$ cat config.mk
export PLATFORM = sky130hd
export DESIGN_NAME = encoder_button_pedal_status_regs_top
export DESIGN_NICKNAME = d
export VERILOG_FILES = /design/src/design/ebps_pkg.sv /design/src/design/ebps_switch_bank.sv /design/src/design/ebps_pedal_bank.sv /design/src/design/encoder_button_pedal_status_regs_top.sv
export SDC_FILE = /design/constraint.sdc
export NUM_CORES = 1
export LEC_CHECK = 0
export BUFFER_PORTS_ARGS = -buffer_cell sky130_fd_sc_hd__buf_2
export CORE_UTILIZATION = 45
export DETAILED_ROUTE_END_ITERATION = 10
export MAX_ROUTING_LAYER = met4
export SLEW_MARGIN = 5
export SYNTH_ARGS = -nofsm -noshare
export SYNTH_HDL_FRONTEND = slang
export SYNTH_SLANG_ARGS = --single-unit
$ cat constraint.sdc
create_clock -name clk_i -period 8.7 [get_ports clk_i]
set_clock_uncertainty 0.1 [all_clocks]
set_input_delay 1.305 -clock clk_i [delete_from_list [all_inputs] [get_ports clk_i]]
set_output_delay 1.305 -clock clk_i [all_outputs]
set_load 0.005 [all_outputs]
$ cat src/design/ebps_pkg.sv
package ebps_pkg;

  // request codes
  typedef enum logic [2:0] {
    REQ_TICK    = 3'd0,
    REQ_ENCODER = 3'd1,
    REQ_BUTTON  = 3'd2,
    REQ_PEDAL   = 3'd3,
    REQ_READ    = 3'd4
  } req_type_e;

  localparam int unsigned IdleW    = 7;
  localparam int unsigned AngleW   = 4;
  localparam int unsigned LevelW   = 16;
  localparam int unsigned StatusW  = 16;
  localparam int unsigned DataW    = 32;

  // read word map: switch pairs first, then pedal pairs
  localparam int unsigned SwWords  = 3;
  localparam int unsigned PdWords  = 3;
  localparam int unsigned PadSlots = 6;

  typedef logic [StatusW-1:0] status_t;

  // registered request, shared by both banks
  typedef struct packed {
    logic                     valid;
    logic [2:0]               req_type;
    logic [2:0]               unit_index;
    logic                     switch_pressed;
    logic signed [AngleW-1:0] turn_delta;
    logic [LevelW-1:0]        pedal_level;
    logic [2:0]               reg_select;
  } req_t;

endpackage

$ cat src/design/ebps_switch_bank.sv
module ebps_switch_bank #(
  parameter int unsigned ENCODER_COUNT = 5,
  parameter int unsigned IDLE_LIMIT    = 127
) (
  input  logic                               clk_i,
  input  logic                               rst_ni,
  input  ebps_pkg::req_t                     req_i,
  output ebps_pkg::status_t [ENCODER_COUNT:0] status_o
);
  import ebps_pkg::*;

  localparam int unsigned Slots = ENCODER_COUNT + 1;
  localparam logic [IdleW-1:0] IdleMax = IdleW'(IDLE_LIMIT);

  logic [Slots-1:0]             pressed_q, pressed_d;
  logic [Slots-1:0][IdleW-1:0]  idle_q, idle_d;

  logic tick;
  assign tick = req_i.valid && (req_i.req_type == REQ_TICK);

  for (genvar s = 0; s < Slots; s++) begin : g_slot
    logic hit;
    logic changed;
    logic turn;

    if (s < ENCODER_COUNT) begin : g_enc
      logic [AngleW-1:0] normal_q, normal_d;
      logic [AngleW-1:0] held_q, held_d;

      assign hit  = req_i.valid && (req_i.req_type == REQ_ENCODER)
                    && (req_i.unit_index == 3'(s));
      assign turn = hit && (req_i.turn_delta != '0);

      always_comb begin
        normal_d = normal_q;
        held_d   = held_q;
        if (turn) begin
          // angle chosen by the new pressed flag, wraps mod 16
          if (req_i.switch_pressed) begin
            held_d = held_q + unsigned'(req_i.turn_delta);
          end else begin
            normal_d = normal_q + unsigned'(req_i.turn_delta);
          end
        end
      end

      always_ff @(posedge clk_i or negedge rst_ni) begin
        if (!rst_ni) begin
          normal_q <= '0;
          held_q   <= '0;
        end else begin
          normal_q <= normal_d;
          held_q   <= held_d;
        end
      end

      assign status_o[s] = {pressed_q[s], idle_q[s], held_q, normal_q};
    end else begin : g_btn
      assign hit  = req_i.valid && (req_i.req_type == REQ_BUTTON)
                    && (req_i.unit_index == '0);
      assign turn = 1'b0;
      assign status_o[s] = {pressed_q[s], idle_q[s], {(2*AngleW){1'b0}}};
    end

    assign changed = hit && (pressed_q[s] != req_i.switch_pressed);

    always_comb begin
      pressed_d[s] = pressed_q[s];
      idle_d[s]    = idle_q[s];
      if (changed || turn) begin
        pressed_d[s] = hit ? req_i.switch_pressed : pressed_q[s];
        idle_d[s]    = '0;
      end else if (tick && (idle_q[s] < IdleMax)) begin
        idle_d[s] = idle_q[s] + 1'b1;
      end
    end
  end

  always_ff @(posedge clk_i or negedge rst_ni) begin
    if (!rst_ni) begin
      pressed_q <= '0;
      idle_q    <= '0;
    end else begin
      pressed_q <= pressed_d;
      idle_q    <= idle_d;
    end
  end

endmodule

$ cat src/design/ebps_pedal_bank.sv
module ebps_pedal_bank #(
  parameter int unsigned PEDAL_COUNT = 6
) (
  input  logic                                clk_i,
  input  logic                                rst_ni,
  input  ebps_pkg::req_t                      req_i,
  output ebps_pkg::status_t [PEDAL_COUNT-1:0] status_o
);
  import ebps_pkg::*;

  logic [PEDAL_COUNT-1:0][LevelW-1:0] level_q, level_d;

  always_comb begin
    level_d = level_q;
    for (int p = 0; p < PEDAL_COUNT; p++) begin
      if (req_i.valid && (req_i.req_type == REQ_PEDAL) && (req_i.unit_index == 3'(p))) begin
        level_d[p] = req_i.pedal_level;
      end
    end
  end

  always_ff @(posedge clk_i or negedge rst_ni) begin
    if (!rst_ni) begin
      level_q <= '0;
    end else begin
      level_q <= level_d;
    end
  end

  assign status_o = level_q;

endmodule

$ cat src/design/encoder_button_pedal_status_regs_top.sv
// Status registers for up to five rotary encoders with push switches, one
// tact button and up to six pedals. A request is taken on every clock edge
// with start_i high (busy_o never rises), so one request per cycle is
// sustained. Each request goes through an input register, then updates the
// switch and pedal banks while a register read is muxed into the result
// register: a read result shows on read_data_o with done_o as it leaves
// the result register, for one cycle only. The receiver cannot stall, so it
// must capture read_data_o whenever done_o is high. Requests act in order,
// so a read sees every update transferred before it. Ticks bump each switch
// idle count up to IDLE_LIMIT; a press change or encoder turn clears it. Read
// words 0..2 hold switch pairs (bit 15 pressed, 14:8 idle, 7:4 held angle,
// 3:0 normal angle), words 3..5 pedal pairs; a missing unit and words 6..7
// read zero. Requests of unknown type or with an out-of-range unit do nothing.
module encoder_button_pedal_status_regs_top #(
  parameter int unsigned ENCODER_COUNT = 5,
  parameter int unsigned PEDAL_COUNT   = 6,
  parameter int unsigned IDLE_LIMIT    = 127
) (
  input  logic        clk_i,
  input  logic        rst_ni,
  input  logic        start_i,
  output logic        busy_o,
  input  logic [2:0]  req_type_i,
  input  logic [2:0]  unit_index_i,
  input  logic        switch_pressed_i,
  input  logic signed [3:0] turn_delta_i,
  input  logic [15:0] pedal_level_i,
  input  logic [2:0]  reg_select_i,
  output logic        done_o,
  output logic [31:0] read_data_o
);
  import ebps_pkg::*;

  localparam int unsigned Slots = ENCODER_COUNT + 1;

  // input register
  req_t req_q, req_d;

  always_comb begin
    req_d.valid          = start_i && !busy_o;
    req_d.req_type       = req_type_i;
    req_d.unit_index     = unit_index_i;
    req_d.switch_pressed = switch_pressed_i;
    req_d.turn_delta     = turn_delta_i;
    req_d.pedal_level    = pedal_level_i;
    req_d.reg_select     = reg_select_i;
  end

  always_ff @(posedge clk_i or negedge rst_ni) begin
    if (!rst_ni) begin
      req_q <= '0;
    end else begin
      req_q <= req_d;
    end
  end

  assign busy_o = 1'b0;

  // state banks: updated by req_q, status reflects state before that update
  status_t [ENCODER_COUNT:0]  sw_status;
  status_t [PEDAL_COUNT-1:0]  pd_status;

  ebps_switch_bank #(
    .ENCODER_COUNT (ENCODER_COUNT),
    .IDLE_LIMIT    (IDLE_LIMIT)
  ) u_switch_bank (
    .clk_i    (clk_i),
    .rst_ni   (rst_ni),
    .req_i    (req_q),
    .status_o (sw_status)
  );

  ebps_pedal_bank #(
    .PEDAL_COUNT (PEDAL_COUNT)
  ) u_pedal_bank (
    .clk_i    (clk_i),
    .rst_ni   (rst_ni),
    .req_i    (req_q),
    .status_o (pd_status)
  );

  // pad to the six units the read map can address; missing units read zero
  status_t [PadSlots-1:0] sw_pad;
  status_t [PadSlots-1:0] pd_pad;

  always_comb begin
    for (int i = 0; i < PadSlots; i++) begin
      sw_pad[i] = (i < Slots)       ? sw_status[i] : '0;
      pd_pad[i] = (i < PEDAL_COUNT) ? pd_status[i] : '0;
    end
  end

  // result register
  logic             done_q, done_d;
  logic [DataW-1:0] rdata_q, rdata_d;

  always_comb begin
    done_d  = req_q.valid && (req_q.req_type == REQ_READ);
    rdata_d = '0;
    for (int r = 0; r < SwWords; r++) begin
      if (req_q.reg_select == 3'(r)) begin
        rdata_d = {sw_pad[2*r+1], sw_pad[2*r]};
      end
    end
    for (int r = 0; r < PdWords; r++) begin
      if (req_q.reg_select == 3'(SwWords + r)) begin
        rdata_d = {pd_pad[2*r+1], pd_pad[2*r]};
      end
    end
  end

  always_ff @(posedge clk_i or negedge rst_ni) begin
    if (!rst_ni) begin
      done_q <= 1'b0;
    end else begin
      done_q <= done_d;
    end
  end

  always_ff @(posedge clk_i) begin
    if (done_d) begin
      rdata_q <= rdata_d;
    end
  end

  assign done_o      = done_q;
  assign read_data_o = rdata_q;

  // a read request always yields exactly one result, in the cycle after
  a_read_done: assert property (@(posedge clk_i) disable iff (!rst_ni)
    req_q.valid && (req_q.req_type == REQ_READ) |=> done_o)
    else $error("read request produced no result");

  // nothing but a read yields a result
  a_no_spurious: assert property (@(posedge clk_i) disable iff (!rst_ni)
    !(req_q.valid && (req_q.req_type == REQ_READ)) |=> !done_o)
    else $error("result without read request");

  // unused read words return zero
  a_unused_zero: assert property (@(posedge clk_i) disable iff (!rst_ni)
    req_q.valid && (req_q.req_type == REQ_READ)
      && ((req_q.reg_select == 3'd6) || (req_q.reg_select == 3'd7))
      |=> (read_data_o == '0))
    else $error("unused read word not zero");

  // a transferred request reaches the input register
  a_accept: assert property (@(posedge clk_i) disable iff (!rst_ni)
    start_i && !busy_o |=> req_q.valid)
    else $error("transfer lost");

endmodule
==> results.cfg, run 1 <==
[status]
status = finished with violations
violations = DRC

[synthesis]
synth_top_cell_area_share_pct = 44.9
yosysTopAreaCell = dfrtp_1
synth_area_leaders = dfrtp_1 (45%), mux2_2 (11%), edfxtp_1 (8.0%)
synthTopCellsByCount = dfrtp_1 (216), mux2_2 (117), nor2_1 (68)
syn_area_sq_um = 12000
syn_avg_cell_area_sq_um = 12.4
synth_nets = 1046
ys.flop_type = dfrtp_1
synthArstFlopShare_pct = 87.1
yosysSeqAreaShare_pct = 52.9
synth_cells = 967
ys_types = 60
synth_edf_count = 32
yosysMostFrequentCell = dfrtp_1
yosys_register_bits = 248
yosysWarnings = 0

[sta]
rsz0062_at_grt = false
final-hold-violation-count = 0
max_freq_ghz = 0.361
maxSlewViolCount = 0
period_needed_ps = 2770
setup_viol_count_final = 0
slew_headroom_pct = 19.3
fin_crit_sh_pct = 31.8
fin_setup_tns_ps = 0
tightest_slew_ps = 1210

[floorplanning]
die_x_microns = 166
num_rows = 59
die_height_microns = 166
boundaryPins = 67
core-area_sq_um = 26100
die_area_sq_um = 27400
start_util_pct = 46.0

[global_routing]
grt_pass1_wl_mm = 43.8
track_usage_pct = 21.6
grt-ovfl-total = 0
grt_max_degree = 81
antenna_found_initial = 0
grt_pass1_vias = 7840

[cts]
clockBufferDepth = 3
cts_buffers = 27
worstSkewPairLatency_ps = 520
cts-resized-gates = 0
tritoncts = yes
cts_setup_buffers = 0
cts_hold_buf = 0
clk_pin_slew_ps = 60
clkSinkCount = 248
cts_root_buf = clkbuf_16
ctsHtreeMaxLevel = 1

[critical_path]
crit_buf_inv = 1
worstSetupStartpointType = flip-flop
critPathKind = reg2reg
critPathTopFamily = simple AND/OR/NAND/NOR gates
slowest_stage = and2_1
startpoint = req_q[0]
r2r-start = req_q[0]
endpoint_kind = flip-flop
critPathRequiredTime_ps = 8950
arrival_ps = 3020
slowest_delay_ps = 750
crit_fanout = 46
cp_cell_sequence = buf_4 > and2_1 > a21oi_1 > o221ai_1

[drt]
vias = 7728
drc = 8
drt-initial-drc-count = 412
via_per_inst = 5.60
wl_mm = 27.7
ant_nets = 0
wl_per_cell_microns = 20.1
drtPass1Iterations = 8

[cells_and_area]
nets = 1106
num_antenna_cells = 0
drive_gt1_share_pct = 25.2
areaGrowthSynthToFinish_pct = 12.8
fin_area_sq_um = 13600
finish.utilization_pct = 51.9

[hold_path]
hold_class = reg2reg
hold_start = u_switch_bank.g_slot[4].g_enc.held_q[3]

[pwr]
power_frac_comb_pct = 12.6
pwr-share-seq_pct = 49.0
powerDensity_nw_per_um2 = 218
power_mw = 2.96
leakage_nw = 6.07
peakVddDrop_mv = 0.231
p_int_mw = 2.19
p_sw_share_pct = 26.1
power_frac_clock_pct = 38.3
p_switching_mw = 0.774

[place]
hpwlAfterDp_mm = 18.3
dpl_cell_area_sq_um = 12700
gp_congestion = 0.820
port_buffers = 65

[run]
drv_cap = 0
-- sequential cells by signal (all words and copies together), names as in the netlist --
signal	cells
u_pedal_bank.status_o	96
u_switch_bank.status_o	42
u_switch_bank.g_slot.g_enc.normal_q	20
u_switch_bank.pressed_q	6
done_o	1
u_switch_bank.g_slot.g_enc.held_q	20
req_q	31
read_data_o	32
-- layer usage --
layer | up-vias | part of all wire [%] | global-route usage [%]
met3 | 40 | 3.4 | 2.75
met5 | - | 0 | -
met4 | 0 | 2.5 | 5.54
li1 | 3635 | - | -
met1 | 3921 | 43 | 26.7
met2 | 132 | 51 | 37.5
-- layout make-up --
class	instances	area (sq um)
Clock inverter	8	116
Multi-Input combinational cell	633	5340
Timing Repair Buffer	77	425
Sequential cell	248	6370
Fill cell	2341	12600
Tap cell	335	419
Clock buffer	40	754
Inverter	40	150
-- stage by stage --
| step | setup slack (ps) | std cells | hold WS (ps) |
|---|---|---|---|
| after floorplan | 4430 | 967 | 337 |
| after global placement | 5770 | 1333 | 358 |
| after detailed placement | 5790 | 1333 | 365 |
| after CTS | 5880 | 1381 | 376 |
| after global routing | 5740 | 1381 | 394 |
| final | 5930 | 1381 | 377 |
-- worst register-to-register path, stage by stage, from the launching register on --
cell	delay, ps
dfrtp_4	630
buf_4	710
and2_1	770
a21oi_1	160
o221ai_1	220
-- cells by family after synthesis --
group	count (synthesis)	share of synthesized area (%)
flip-flops	248	52.9
adder cells (fa/ha/maj)	46	5.41
AND/OR/NAND/NOR	231	10.5
XOR/XNOR	45	3.28
buffers and inverters	86	2.96
other	1	0.0312
AO/OA/AOI/OAI	125	6.67
multiplexers	185	18.3
-- final timing paths --
check / cells past startpoint / slack (ps) / endpoint
max reg2reg: 4 / 5930 / read_data_o[5]
min reg2reg: 1 / 380 / u_switch_bank.g_slot[4].g_enc.held_q[3]
max: 4 / 5930 / read_data_o[5]
min in group asynchronous: 1 / 630 / u_switch_bank.status_o[25]
max in group asynchronous: 2 / 6440 / u_pedal_bank.status_o[38]
min: 1 / 380 / u_switch_bank.g_slot[4].g_enc.held_q[3]
-- power by group through the flow --
stage	Clock [mW]	Combinational, mW	Sequential, mW
6_report	1.14	0.375	1.45
5_1_grt	1.20	0.424	1.48
4_1_cts	1.16	0.381	1.45
3_5_place_dp	0	0.381	1.47
3_3_place_gp	0	0.365	1.47
2_1_floorplan	0	0.294	1.42
-- cells in the final DEF (no fill, tap or decap), drive strengths merged, types with 27 or more instances in the layout --
master,count
mux2,117
clkbuf,40
nand3,27
nor2,69
mux2i,52
inv,40
a21oi,34
ha,36
dfrtp,216
edfxtp,32
nand2,46
buf,77
Power figures use the tool's default switching activity.
==> run 2: changes to the inputs <==
==> constraint.sdc (replaced) <==
create_clock -name clk_i -period 2.9 [get_ports clk_i]
set_clock_uncertainty 0.1 [all_clocks]
set_input_delay 0.435 -clock clk_i [delete_from_list [all_inputs] [get_ports clk_i]]
set_output_delay 0.435 -clock clk_i [all_outputs]
set_load 0.005 [all_outputs]
==> results.cfg, run 2 (synthesized netlist as in run 1, its figures left out) <==
[floorplanning]
die_x_microns = 166
die_area_sq_um = 27400
die_height_microns = 166
core-area_sq_um = 26100
num_rows = 59
boundaryPins = 67
start_util_pct = 46.0

[place]
dp.cells = 1359
hpwlAfterDp_mm = 19.1
gp_congestion = 0.834
dpl_cell_area_sq_um = 12900
port_buffers = 65

[cts]
tritoncts = yes
cts_buffers = 27
clkSinkCount = 248
ctsHtreeMaxLevel = 1
clockBufferDepth = 3
clk_pin_slew_ps = 60
worstSkewPairLatency_ps = 530
cts_root_buf = clkbuf_16

[sta]
period_needed_ps = 2420
maxSlewViolCount = 0
fin_setup_tns_ps = 0
fin_crit_sh_pct = 83.6
final-hold-violation-count = 0
max_freq_ghz = 0.413
rsz0062_at_grt = false
hold_slack_ps = 364
slew_headroom_pct = 40.7
setup_viol_count_final = 0
tightest_slew_ps = 882

[pwr]
leakage_nw = 6.38
peakVddDrop_mv = 0.487
powerDensity_nw_per_um2 = 654

[critical_path]
endpoint_kind = flip-flop
crit_fanout = 13
critPathKind = reg2reg
critPathRequiredTime_ps = 3250
r2r-start = req_q[28]
rr_worst_depth = 4
startpoint = req_q[28]
arrival_ps = 2770
worstSetupStartpointType = flip-flop

[global_routing]
track_usage_pct = 22.1
antenna_found_initial = 0
grt_pass1_wl_mm = 44.5
grt_max_degree = 81
grt-ovfl-total = 0
grt_pass1_vias = 7918

[hold_path]
hold_start = u_switch_bank.g_slot[0].g_enc.held_q[3]
hold_class = reg2reg
min_path_cells = 1

[cells_and_area]
fin_area_sq_um = 14200
final_cell_mix = dfrtp_1 (215), mux2_2 (117), nor2_1 (68)
instances_no_fill = 1440
drive_gt1_share_pct = 26.8
final_common_cell = dfrtp_1
num_antenna_cells = 0
nets = 1164
finish.utilization_pct = 54.3
largest_reg_flops = 96
areaGrowthSynthToFinish_pct = 18.1

[drt]
wl_mm = 28.3
ant_nets = 0
via_per_inst = 5.57
drt-initial-drc-count = 533
drtPass1Iterations = 7
drc = 8
wl_per_cell_microns = 19.7
vias = 8014

[run]
drv_cap = 0

[status]
status = finished with violations
violations = DRC
## run 2: cell count changes in the layout (fill, tap and decap cells not counted), sizes merged
| cell | previous run | this run |
|---|---|---|
| dlygate4sd3 | 0 | 32 |
| clkbuf | 40 | 36 |
| bufinv | 3 | 6 |
| clkinvlp | 1 | 2 |
| buf | 77 | 103 |
| clkinv | 4 | 5 |
## run 2: timing repair
action / CTS / global route
gates resized for setup: 0 / 0
setup buffers: 0 / 0
hold endpoints to repair: 104 / 0
hold buffers: 32 / 0
## run 2: power by group
| group | internal (mW) | switching [mW] | total, mW |
|---|---|---|---|
| clock | 2.34 | 1.40 | 3.74 |
| combinational | 0.625 | 0.567 | 1.19 |
| sequential | 3.93 | 0.425 | 4.36 |
| total | 6.90 | 2.39 | 9.29 |
## run 2: cell type report
| class | instances | area (sq um) |
|---|---|---|
| Clock inverter | 13 | 223 |
| Sequential cell | 248 | 6370 |
| Clock buffer | 36 | 749 |
| Inverter | 40 | 150 |
| Multi-Input combinational cell | 633 | 5340 |
| Timing Repair Buffer | 135 | 953 |
| Tap cell | 335 | 419 |
| Fill cell | 2303 | 11900 |
## run 2: routing by layer
metal  wire [microns]  part of all wire (%)  GRT usage (%)  up-vias
met5                0                     0              -        -
met4              692                   2.4           5.58        0
met3              742                   2.6           2.10       44
met2            14400                    51           37.6      126
met1            12500                    44           28.4     4101
li1                 -                     -              -     3743
## run 2: path summary, 6_finish.rpt
path | slack (ps) | endpoint
worst max-delay path | 480 | u_switch_bank.status_o[13]
min in group asynchronous | 400 | u_switch_bank.status_o[43]
worst max register to register | 480 | u_switch_bank.status_o[13]
worst min-delay path | 360 | u_switch_bank.g_slot[0].g_enc.held_q[3]
max in group asynchronous | 1480 | u_pedal_bank.status_o[94]
worst min register to register | 360 | u_switch_bank.g_slot[0].g_enc.held_q[3]
## run 2: worst max-delay path: stages (launching register included)
cell and delay [ps]:
dfrtp_1 490, or4b_1 830, buf_4 280, or4_1 500
a21oi_1 150
## run 2: per-stage QoR
stage	total power, mW	setup WS (ps)
6_report	9.29	476
3_5_place_dp	5.59	475
3_3_place_gp	5.55	520
2_1_floorplan	5.13	708
5_1_grt	9.70	396
4_1_cts	9.40	471
